File: src/rtl/tse_pkg.sv
// Shared types and register map for the transponder squawk entry block.
package tse_pkg;

  localparam int unsigned SquawkW = 14;
  localparam int unsigned TimerW  = 16;
  localparam int unsigned CursorW = 3;
  localparam int unsigned NumDigits = 4;
  localparam int unsigned NumKeys = 8;
  localparam int unsigned AddrW = 4;

  localparam logic [SquawkW-1:0] SquawkMax = 14'd9999;

  localparam logic [SquawkW-1:0] VfrCodeRst      = 14'd7000;
  localparam logic [TimerW-1:0]  EditTimeoutRst  = 16'd5000;
  localparam logic [TimerW-1:0]  IdentTimeoutRst = 16'd18000;

  // register indexes (byte address = 4 * index)
  localparam logic [1:0] RegVfrCode      = 2'd0;
  localparam logic [1:0] RegEditTimeout  = 2'd1;
  localparam logic [1:0] RegIdentTimeout = 2'd2;

  // cursor codes
  localparam logic [CursorW-1:0] CurIdle  = 3'd0;
  localparam logic [CursorW-1:0] CurFirst = 3'd1;
  localparam logic [CursorW-1:0] CurLast  = 3'd4;

  // four BCD digits, index 0 is the thousands digit
  typedef logic [NumDigits-1:0][3:0] digits_t;

  typedef struct packed {
    logic       mode_press;
    logic       ident_press;
    logic       vfr_press;
    logic [7:0] digit_press;
  } in_beat_t;

  typedef struct packed {
    logic [SquawkW-1:0] squawk;
    logic [CursorW-1:0] cursor;
    logic               ident_active;
    logic               mode_c;
    logic               redraw;
  } out_beat_t;

endpackage

File: src/rtl/tse_vfr_bcd.sv
// Converts the VFR code into four decimal digits, loaded together with the VFR code register.
module tse_vfr_bcd (
  input  logic                          clk_i,
  input  logic                          rst_ni,
  input  logic                          wr_i,
  input  logic [tse_pkg::SquawkW-1:0]   code_i,
  output tse_pkg::digits_t              digits_o
);
  import tse_pkg::*;

  logic [SquawkW-1:0] sat;
  logic [28:0]        p10;
  logic [25:0]        p100;
  logic [26:0]        p1000;
  logic [9:0]         q10;
  logic [6:0]         q100;
  logic [3:0]         q1000;
  logic [6:0]         hu_w;
  logic [9:0]         te_w;
  logic [SquawkW-1:0] un_w;
  digits_t            digits_d, digits_q;

  // reciprocal multiplies, exact for 0..9999
  always_comb begin
    sat   = (code_i > SquawkMax) ? SquawkMax : code_i;
    p10   = {15'd0, sat} * 29'd52429;
    p100  = {12'd0, sat} * 26'd5243;
    p1000 = {13'd0, sat} * 27'd8389;
    q10   = p10[28:19];
    q100  = p100[25:19];
    q1000 = p1000[26:23];
    hu_w  = q100 - ({3'd0, q1000} * 7'd10);
    te_w  = q10 - ({3'd0, q100} * 10'd10);
    un_w  = sat - ({4'd0, q10} * 14'd10);
    digits_d = {un_w[3:0], te_w[3:0], hu_w[3:0], q1000};
  end

  always_ff @(posedge clk_i or negedge rst_ni) begin
    if (!rst_ni) begin
      digits_q <= {4'd0, 4'd0, 4'd0, 4'd7};
    end else if (wr_i) begin
      digits_q <= digits_d;
    end
  end

  assign digits_o = digits_q;

endmodule

File: src/rtl/transponder_squawk_entry.sv
// Top level of the transponder squawk entry panel.
//
// Usage:
//   Input channel (in_valid_i / in_ready_o / in_data_i) takes one service pass
//   per beat: key press flags for mode, IDENT, VFR and digits 0 to 7.
//   Output channel (out_valid_o / out_ready_i / out_data_o) gives one beat per
//   pass: squawk, cursor, ident and Mode C flags, and a redraw flag.
//   An accepted beat sits in the input register, then the pass is evaluated
//   combinationally into the result register, which raises out_valid_o. One
//   pass per cycle is sustained while the receiver takes results; the input
//   register and the result register form a two-deep pipe.
//   When the receiver stalls, the result holds, the input register fills and
//   in_ready_o drops until the result is taken.
//   Reset clears the panel state (squawk 0000, no editing, ident off, standby)
//   and loads the register defaults: VFR code 7000, edit timeout 5000, ident
//   timeout 18000. The VFR code digits are loaded with the register itself.
//   Registers sit on an APB-style port at byte addresses 0, 4 and 8.
module transponder_squawk_entry (
  input  logic                        clk_i,
  input  logic                        rst_ni,
  input  logic                        in_valid_i,
  output logic                        in_ready_o,
  input  tse_pkg::in_beat_t           in_data_i,
  output logic                        out_valid_o,
  input  logic                        out_ready_i,
  output tse_pkg::out_beat_t          out_data_o,
  input  logic                        psel,
  input  logic                        penable,
  input  logic                        pwrite,
  input  logic [tse_pkg::AddrW-1:0]   paddr,
  input  logic [31:0]                 pwdata,
  output logic [31:0]                 prdata,
  output logic                        pready
);
  import tse_pkg::*;

  // config registers
  logic [SquawkW-1:0] vfr_code_q;
  logic [TimerW-1:0]  edit_timeout_q, ident_timeout_q;
  logic               cfg_wr;
  logic               vfr_wr;
  logic [1:0]         cfg_idx;
  digits_t            vfr_digits;

  // panel state
  digits_t            digits_q, digits_d;
  logic [CursorW-1:0] pos_q, pos_d;
  logic [TimerW-1:0]  edit_timer_q, edit_timer_d;
  logic [TimerW-1:0]  ident_timer_q, ident_timer_d;
  logic               identing_q, identing_d;
  logic               mode_c_q, mode_c_d;

  // pipe
  in_beat_t           in_q;
  logic               in_valid_q;
  out_beat_t          out_q, out_d;
  logic               out_valid_q;
  logic               advance;

  assign pready  = 1'b1;
  assign cfg_wr  = psel && penable && pwrite;
  assign cfg_idx = paddr[3:2];
  assign vfr_wr  = cfg_wr && (cfg_idx == RegVfrCode);

  always_comb begin
    case (cfg_idx)
      RegVfrCode:      prdata = {18'd0, vfr_code_q};
      RegEditTimeout:  prdata = {16'd0, edit_timeout_q};
      RegIdentTimeout: prdata = {16'd0, ident_timeout_q};
      default:         prdata = 32'd0;
    endcase
  end

  always_ff @(posedge clk_i or negedge rst_ni) begin
    if (!rst_ni) begin
      vfr_code_q      <= VfrCodeRst;
      edit_timeout_q  <= EditTimeoutRst;
      ident_timeout_q <= IdentTimeoutRst;
    end else if (cfg_wr) begin
      case (cfg_idx)
        RegVfrCode:      vfr_code_q      <= pwdata[SquawkW-1:0];
        RegEditTimeout:  edit_timeout_q  <= pwdata[TimerW-1:0];
        RegIdentTimeout: ident_timeout_q <= pwdata[TimerW-1:0];
        default: ;
      endcase
    end
  end

  tse_vfr_bcd u_vfr_bcd (
    .clk_i    (clk_i),
    .rst_ni   (rst_ni),
    .wr_i     (vfr_wr),
    .code_i   (pwdata[SquawkW-1:0]),
    .digits_o (vfr_digits)
  );

  assign advance    = in_valid_q && (!out_valid_q || out_ready_i);
  assign in_ready_o = !in_valid_q || advance;

  // one pass over the registered beat
  always_comb begin
    logic [3:0]        p;
    logic              any_digit;
    logic              edit_exp, ident_exp;
    logic [TimerW-1:0] et, it;

    mode_c_d   = mode_c_q ^ in_q.mode_press;
    identing_d = identing_q;
    it         = ident_timer_q;
    if (in_q.ident_press) begin
      identing_d = 1'b1;
      it         = ident_timeout_q;
    end

    digits_d = digits_q;
    p        = {1'b0, pos_q};
    et       = edit_timer_q;
    if (in_q.vfr_press) begin
      digits_d = vfr_digits;
      p        = 4'd0;
      et       = '0;
    end

    // digit keys in ascending order, each overwrites the digit under the cursor
    for (int k = 0; k < NumKeys; k++) begin
      if (in_q.digit_press[k]) begin
        if (p == 4'd0) begin
          p = 4'd1;
        end
        if (p <= 4'(CurLast)) begin
          digits_d[p[1:0] - 2'd1] = 4'(k);
        end else begin
          digits_d[NumDigits-1] = 4'(k);
        end
        p = p + 4'd1;
        if (p >= 4'd5) begin
          p = 4'd1;
        end
      end
    end
    any_digit = |in_q.digit_press;
    if (any_digit) begin
      et = edit_timeout_q;
    end

    edit_exp = 1'b0;
    if (et != '0) begin
      et       = et - 16'd1;
      edit_exp = (et == '0);
    end
    if (edit_exp) begin
      p = 4'd0;
    end

    ident_exp = 1'b0;
    if (it != '0) begin
      it        = it - 16'd1;
      ident_exp = (it == '0);
    end
    if (ident_exp) begin
      identing_d = 1'b0;
    end

    pos_d         = p[CursorW-1:0];
    edit_timer_d  = et;
    ident_timer_d = it;

    out_d.squawk = ({10'd0, digits_d[0]} * 14'd1000) + ({10'd0, digits_d[1]} * 14'd100)
                 + ({10'd0, digits_d[2]} * 14'd10) + {10'd0, digits_d[3]};
    out_d.cursor       = pos_d;
    out_d.ident_active = identing_d;
    out_d.mode_c       = mode_c_d;
    out_d.redraw       = in_q.ident_press || in_q.vfr_press || any_digit
                      || edit_exp || ident_exp;
  end

  always_ff @(posedge clk_i or negedge rst_ni) begin
    if (!rst_ni) begin
      in_valid_q    <= 1'b0;
      out_valid_q   <= 1'b0;
      digits_q      <= '0;
      pos_q         <= CurIdle;
      edit_timer_q  <= '0;
      ident_timer_q <= '0;
      identing_q    <= 1'b0;
      mode_c_q      <= 1'b0;
    end else begin
      if (in_ready_o) begin
        in_valid_q <= in_valid_i;
      end
      if (advance) begin
        out_valid_q   <= 1'b1;
        digits_q      <= digits_d;
        pos_q         <= pos_d;
        edit_timer_q  <= edit_timer_d;
        ident_timer_q <= ident_timer_d;
        identing_q    <= identing_d;
        mode_c_q      <= mode_c_d;
      end else if (out_ready_i) begin
        out_valid_q <= 1'b0;
      end
    end
  end

  always_ff @(posedge clk_i) begin
    if (in_ready_o && in_valid_i) begin
      in_q <= in_data_i;
    end
    if (advance) begin
      out_q <= out_d;
    end
  end

  assign out_valid_o = out_valid_q;
  assign out_data_o  = out_q;

endmodule

File: config.mk
export PLATFORM = sky130hd
export DESIGN_NAME = transponder_squawk_entry
export DESIGN_NICKNAME = d
export VERILOG_FILES = /design/src/rtl/tse_pkg.sv /design/src/rtl/tse_vfr_bcd.sv /design/src/rtl/transponder_squawk_entry.sv
export SDC_FILE = /design/constraint.sdc
export NUM_CORES = 1
export LEC_CHECK = 0
export ABC_AREA = 1
export BUFFER_PORTS_ARGS = -buffer_cell sky130_fd_sc_hd__buf_2
export CAP_MARGIN = 40
export CORE_UTILIZATION = 55
export DETAILED_ROUTE_END_ITERATION = 12
export GPL_TIMING_DRIVEN = 0
export PLACE_DENSITY = 0.73
export SYNTH_ARGS = -nofsm -noshare
export SYNTH_HDL_FRONTEND = slang
export SYNTH_HIERARCHICAL = 1
export SYNTH_SLANG_ARGS = --single-unit
File: constraint.sdc
create_clock -name clk_i -period 12.2 [get_ports clk_i]
set_input_delay 0.61 -clock clk_i [delete_from_list [all_inputs] [get_ports clk_i]]
set_output_delay 0.61 -clock clk_i [all_outputs]
set_load 0.01 [all_outputs]
==> results of run 1 <==
==> Yosys cell counts (all sizes together) (5+ instances only) <==
library cell and n:
xnor2 16, a21o 7, nor3 19, dfrtp 97
a21oi 78, o31ai 5, nand4 35, a31oi 5
inv 563, o21a 9, ha 303, o21ai 145
xor2 51, buf 27, nand2 508, dfstp 20
clkbuf 33, o21bai 9, nor4 8, nand3 115
o211ai 7, edfxtp 31, fa 140, o221ai 13
or2 14, o22ai 22, nor2 147
==> per-stage QoR <==
stage          setup WS (ns)  hold WS [ns]  TNS, ns
6_report               0.591         0.127        0
5_1_grt               -0.180         0.168   -0.376
4_1_cts              0.00262         0.151        0
3_5_place_dp          -0.274         0.468   -0.500
3_3_place_gp          0.0510         0.459        0
2_1_floorplan           1.09         0.314        0
==> final cells by class <==
cell class              count  area, um2
fillers                  3005      13300
multi-input cells        1697      13200
clock buffers              22        475
clock inverters            10        111
inverters                 566       2150
plain buffers              60        330
well taps                 455        569
flip-flops and latches    148       3880
repair buffers            100        598
==> metal layers <==
layer  vias to the layer above  routed length (um)
li1                       7985                   -
met1                      7940               20600
met2                       493               25200
met4                         0                1560
met5                         -                   0
met3                        94                2670
==> critical path, delay by kind of cell (launching register included) <==
family	cells	cell delay, ns
flip-flops	1	0.39
AND/OR/NAND/NOR	34	2.87
buffers and inverters	29	2.23
XOR/XNOR	2	0.30
adder cells (fa/ha/maj)	14	4.28
AO/OA/AOI/OAI	8	1.28
==> cell usage in the layout, fill, tap and decap left out, types with 21 or more instances in the layout <==
cell	instances
inv_1	536
nand2_1	458
ha_1	297
fa_1	138
o21ai_0	131
nor2_1	125
nand3_1	99
dfrtp_1	97
buf_2	74
a21oi_1	70
xor2_1	49
buf_4	42
clkbuf_1	35
nand4_1	33
nand2_2	32
edfxtp_1	31
o22ai_1	22
inv_2	21
==> sequential cells by signal, indices dropped and copies added, names as in the netlist, 3 cells and up <==
signal / flops
out_data_o: 20
pos_q: 3
vfr_code_q: 14
edit_timeout_q: 16
u_vfr_bcd/digits_o: 16
digits_q: 16
ident_timer_q: 16
in_q: 11
edit_timer_q: 16
ident_timeout_q: 16
==> kinds of logic after synthesis <==
logic type / Yosys count / share of synthesized area
simple gates: 854 / 0.204
buf+inv: 626 / 0.127
fa+ha+maj: 443 / 0.340
compound gates: 313 / 0.0960
flops: 148 / 0.200
xor+xnor: 67 / 0.0311
other cells: 4 / 0.000775
==> worst paths after layout <==
path | end | cells after the start | slack, ns
min in group clk_i | in_q[6] | 1 | 0.35
setup / recovery | out_data_o[19] | 87 | 0.59
max in group asynchronous | u_vfr_bcd/digits_o[2] | 2 | 11.32
setup reg to reg | out_data_o[19] | 87 | 0.59
hold / removal | ident_timeout_q[13] | 1 | 0.13
hold reg to reg | ident_timer_q[3] | 2 | 0.48
==> timing repair <==
item | CTS | global route
setup buffers | 1 | 22
setup endpoints to repair | 3 | 6
gates resized for setup | 6 | 32
pin swaps | 1 | 17
==> flow_summary.json, run 1 <==
{
  "drtIter0Drc": 894,
  "use_met3": 0.0365,
  "h-tree-depth": 4,
  "post-dp-hpwl_um": 41000,
  "gp_congestion": 0.985,
  "grt_max_degree": 62,
  "slew_violations": 0,
  "crit_path_frequent_cell": "inv_1",
  "min_path_type": "input pin to async pin",
  "post_dp_cell_area_um2": 20400,
  "insertedDiodeCount": 0,
  "postLayoutCellArea_um2": 21400,
  "grt_usage": 0.288,
  "syn_inst": 2455,
  "routedWlPerCell_um": 16.4,
  "clock-sinks": 148,
  "area_growth_pct": 10.2,
  "finalSetupViolCount": 0,
  "path_clk_slew_ns": 0.07,
  "hold_violations": 0,
  "met1_usage": 0.354,
  "fin_cells": 3058,
  "hold_buffers": 0,
  "cpPeakStageDelay_ns": 0.58,
  "ys.flop_type": "dfrtp_1",
  "placedCellCount": 3003,
  "synth_area_um2": 19400,
  "ioPinCount": 109,
  "firstDrtPassIters": 6,
  "cts_tree": "yes",
  "drcViolationCount": 0,
  "synth_seq_cells": 148,
  "crit_path_max_fanout": 7,
  "core_um2": 34600,
  "cp.required_ns": 12.38,
  "slowest_stage": "fa_2",
  "initial_utilization": 0.559,
  "cp-end-kind": "flip-flop",
  "cts_buffers": 17,
  "tightest_slew_ns": 0.792,
  "dieArea_um2": 36000,
  "ys_warn_count": 6,
  "insertion_delay_ns": 0.44,
  "final_nets": 3087,
  "cap_violations": 0,
  "row_count": 68,
  "finalCritPeriodShare": 0.952,
  "synth_edf_count": 31,
  "clock-root-buffer": "clkbuf_16",
  "numPortBuffers": 73,
  "grt_pass1_vias": 16400,
  "via_count": 16500,
  "reg2reg_from": "in_q[8]",
  "fp.dieW_um": 190,
  "synth_seq_area_share": 0.200,
  "met2_usage": 0.517,
  "synth_top_area_frac": 0.196,
  "critPathLaunchType": "flip-flop",
  "max_freq_mhz": 86.1,
  "finClkSkew_ns": 0.0103,
  "die_h_um": 190,
  "synth_area_leaders": "ha_1 (20%), fa_1 (14%), dfrtp_1 (13%), inv_1 (10%), nand2_1 (8.9%)",
  "startpoint": "in_q[8]",
  "max_slew_margin": 0.466,
  "yosysTopAreaCell": "ha_1",
  "clock_path_buffers": 2,
  "status": "finished clean",
  "postRouteAntennaNets": 0,
  "yosys.cell_types.count": 69,
  "layout-drive-gt1-share": 0.131,
  "cp.arrival_ns": 11.79,
  "routed_wl_um": 50100,
  "grt_pass1_wl_um": 81900,
  "antenna_found_initial": 0,
  "final_util": 0.617,
  "syn_avg_cell_area_um2": 7.89,
  "synthArstFlopShare": 0.791,
  "overflow": 0,
  "busiest_layer": "met2",
  "timing_worst_setup_path_type": "flip-flop to flip-flop",
  "min_period_ns": 11.61,
  "via_per_inst": 5.40
}
Power of run 1 is not shown: default switching activity piles up to over one toggle a cycle in this logic, so the estimate is an artifact.
==> run 2, diff against run 1 <==
Settings changed: ABC_CLOCK_PERIOD_IN_PS set to 10100, PLACE_DENSITY 0.73 to 0.76.
Clock period 12.2 ns to 10.1 ns, I/O delays scaled along.
==> flow_summary.json, run 2 (synthesis gave the netlist of run 1 again) <==
{
  "grt_usage": 0.302,
  "cpPeakStageDelay_ns": 0.60,
  "post-dp-hpwl_um": 41500,
  "startpoint": "in_q[8]",
  "die_h_um": 190,
  "finalSetupViolCount": 5,
  "final_util": 0.650,
  "clock-sinks": 148,
  "critPathCapture": "out_data_o[19]",
  "r2r_cells": 84,
  "initial_utilization": 0.559,
  "cp.arrival_ns": 10.75,
  "fp.dieW_um": 190,
  "grt_pass1_vias": 17200,
  "max_freq_mhz": 94.7,
  "grt_max_degree": 63,
  "clock_path_buffers": 2,
  "layout-drive-gt1-share": 0.178,
  "firstDrtPassIters": 5,
  "r2r_end": "out_data_o[19]",
  "core_um2": 34600,
  "min_path_type": "input pin to async pin",
  "cts_buffers": 17,
  "crit_path_max_fanout": 6,
  "area_growth_pct": 16.1,
  "max_slew_margin": 0.415,
  "drtIter0Drc": 1245,
  "cap_violations": 0,
  "h-tree-depth": 4,
  "grt_setup_unrepaired": "yes",
  "numPortBuffers": 73,
  "largest_reg_flops": 20,
  "row_count": 68,
  "via_per_inst": 5.50,
  "via_count": 17200,
  "final_nets": 3157,
  "dieArea_um2": 36000,
  "violations": "negative setup slack",
  "finalCritPeriodShare": 1.05,
  "min_period_ns": 10.56,
  "cts_tree": "yes",
  "cp-end-kind": "flip-flop",
  "layout_common_cells": "inv_1 (515), nand2_1 (446), ha_1 (277)",
  "rrSetupSlack_ns": -0.46,
  "final_common_cell": "inv_1",
  "antenna_found_initial": 0,
  "gp_congestion": 0.970,
  "clock-root-buffer": "clkbuf_16",
  "finClkSkew_ns": 0.0118,
  "insertedDiodeCount": 0,
  "critPathLaunchType": "flip-flop",
  "slowest_stage": "fa_2",
  "tightest_slew_ns": 0.875,
  "crit_path_frequent_cell": "nand2_4",
  "reg2reg_from": "in_q[8]",
  "slew_violations": 0,
  "fillers": 2823,
  "routedWlPerCell_um": 17.5,
  "routed_wl_um": 54600,
  "timing_worst_setup_path_type": "flip-flop to flip-flop",
  "ioPinCount": 109,
  "overflow": 0,
  "insertion_delay_ns": 0.45,
  "grt_pass1_wl_um": 85500,
  "worst_slack_ns": -0.456,
  "path_clk_slew_ns": 0.07,
  "postRouteAntennaNets": 0,
  "drcViolationCount": 0,
  "hold_buffers": 0,
  "cp.required_ns": 10.30,
  "hold_violations": 0,
  "status": "complete, but fails checks"
}
run 2: changes by cell type in the layout (fill, tap and decap cells not counted), sizes merged:
cell,delta
buf,+70
bufinv,-1
clkbuf,-4
clkinv,+7
clkinvlp,-1
inv,-1
run 2: per-stage QoR:
| stage | cell area [um2] | hold slack, ns | instances | TNS (ns) | setup WS [ns] |
|---|---|---|---|---|---|
| after detailed placement | 20700 | 0.466 | 3002 | -4.89 | -1.09 |
| after floorplan | 19700 | 0.209 | 2471 | -0.0777 | -0.0777 |
| after global routing | 22500 | 0.0499 | 3128 | -4.38 | -0.932 |
| after global placement | 20600 | 0.458 | 2999 | -2.85 | -0.797 |
| final | 22500 | 0.00731 | 3128 | -1.53 | -0.456 |
| after CTS | 22000 | 0.0376 | 3103 | -0.255 | -0.112 |
run 2: worst min path at each step:
stage | to | cells past startpoint
finish | ident_timeout_q[13] | 1
global route | ident_timeout_q[13] | 1
floorplan | digits_q[0] | 0
detailed placement | digits_q[5] | 2
global placement | ident_timer_q[3] | 2
CTS | ident_timeout_q[13] | 1
run 2: cell type report:
| type | count | area (um2) | share of cell area |
|---|---|---|---|
| clock inverter | 14 | 134 | 0.00595 |
| multi-input combinational | 1697 | 13800 | 0.612 |
| sequential | 148 | 3880 | 0.173 |
| clock buffer | 18 | 450 | 0.0200 |
| inverter | 566 | 2190 | 0.0973 |
| timing repair buffer | 170 | 1170 | 0.0521 |
| buffer | 60 | 330 | 0.0147 |
| tap | 455 | 569 | 0.0253 |
run 2: repair_timing:
item,4_1_cts,5_1_grt
gates resized for setup,42,61
endpoints found under the hold margin,0,0
pin swaps,47,56
endpoints found under the setup margin,8,7
buffers inserted,69,25
run 2: critical path, delay by kind of cell, from the launching register on:
family / cells / cell delay (ns)
AOI/OAI and AO/OA: 9 / 1.25
and+or+nand+nor: 34 / 2.91
buffers and inverters: 25 / 1.77
xor gates and xnor gates: 2 / 0.34
DFF: 1 / 0.40
adders and majority gates: 14 / 3.65
run 2: layer usage:
metal,wire length (um),vias to the layer above,track usage
li1,-,8118,-
met1,21400,8260,0.360
met2,27200,632,0.533
met3,3380,183,0.0474
met4,2660,0,0.140
met5,0,-,0
Power of run 2 is left out for the same reason.
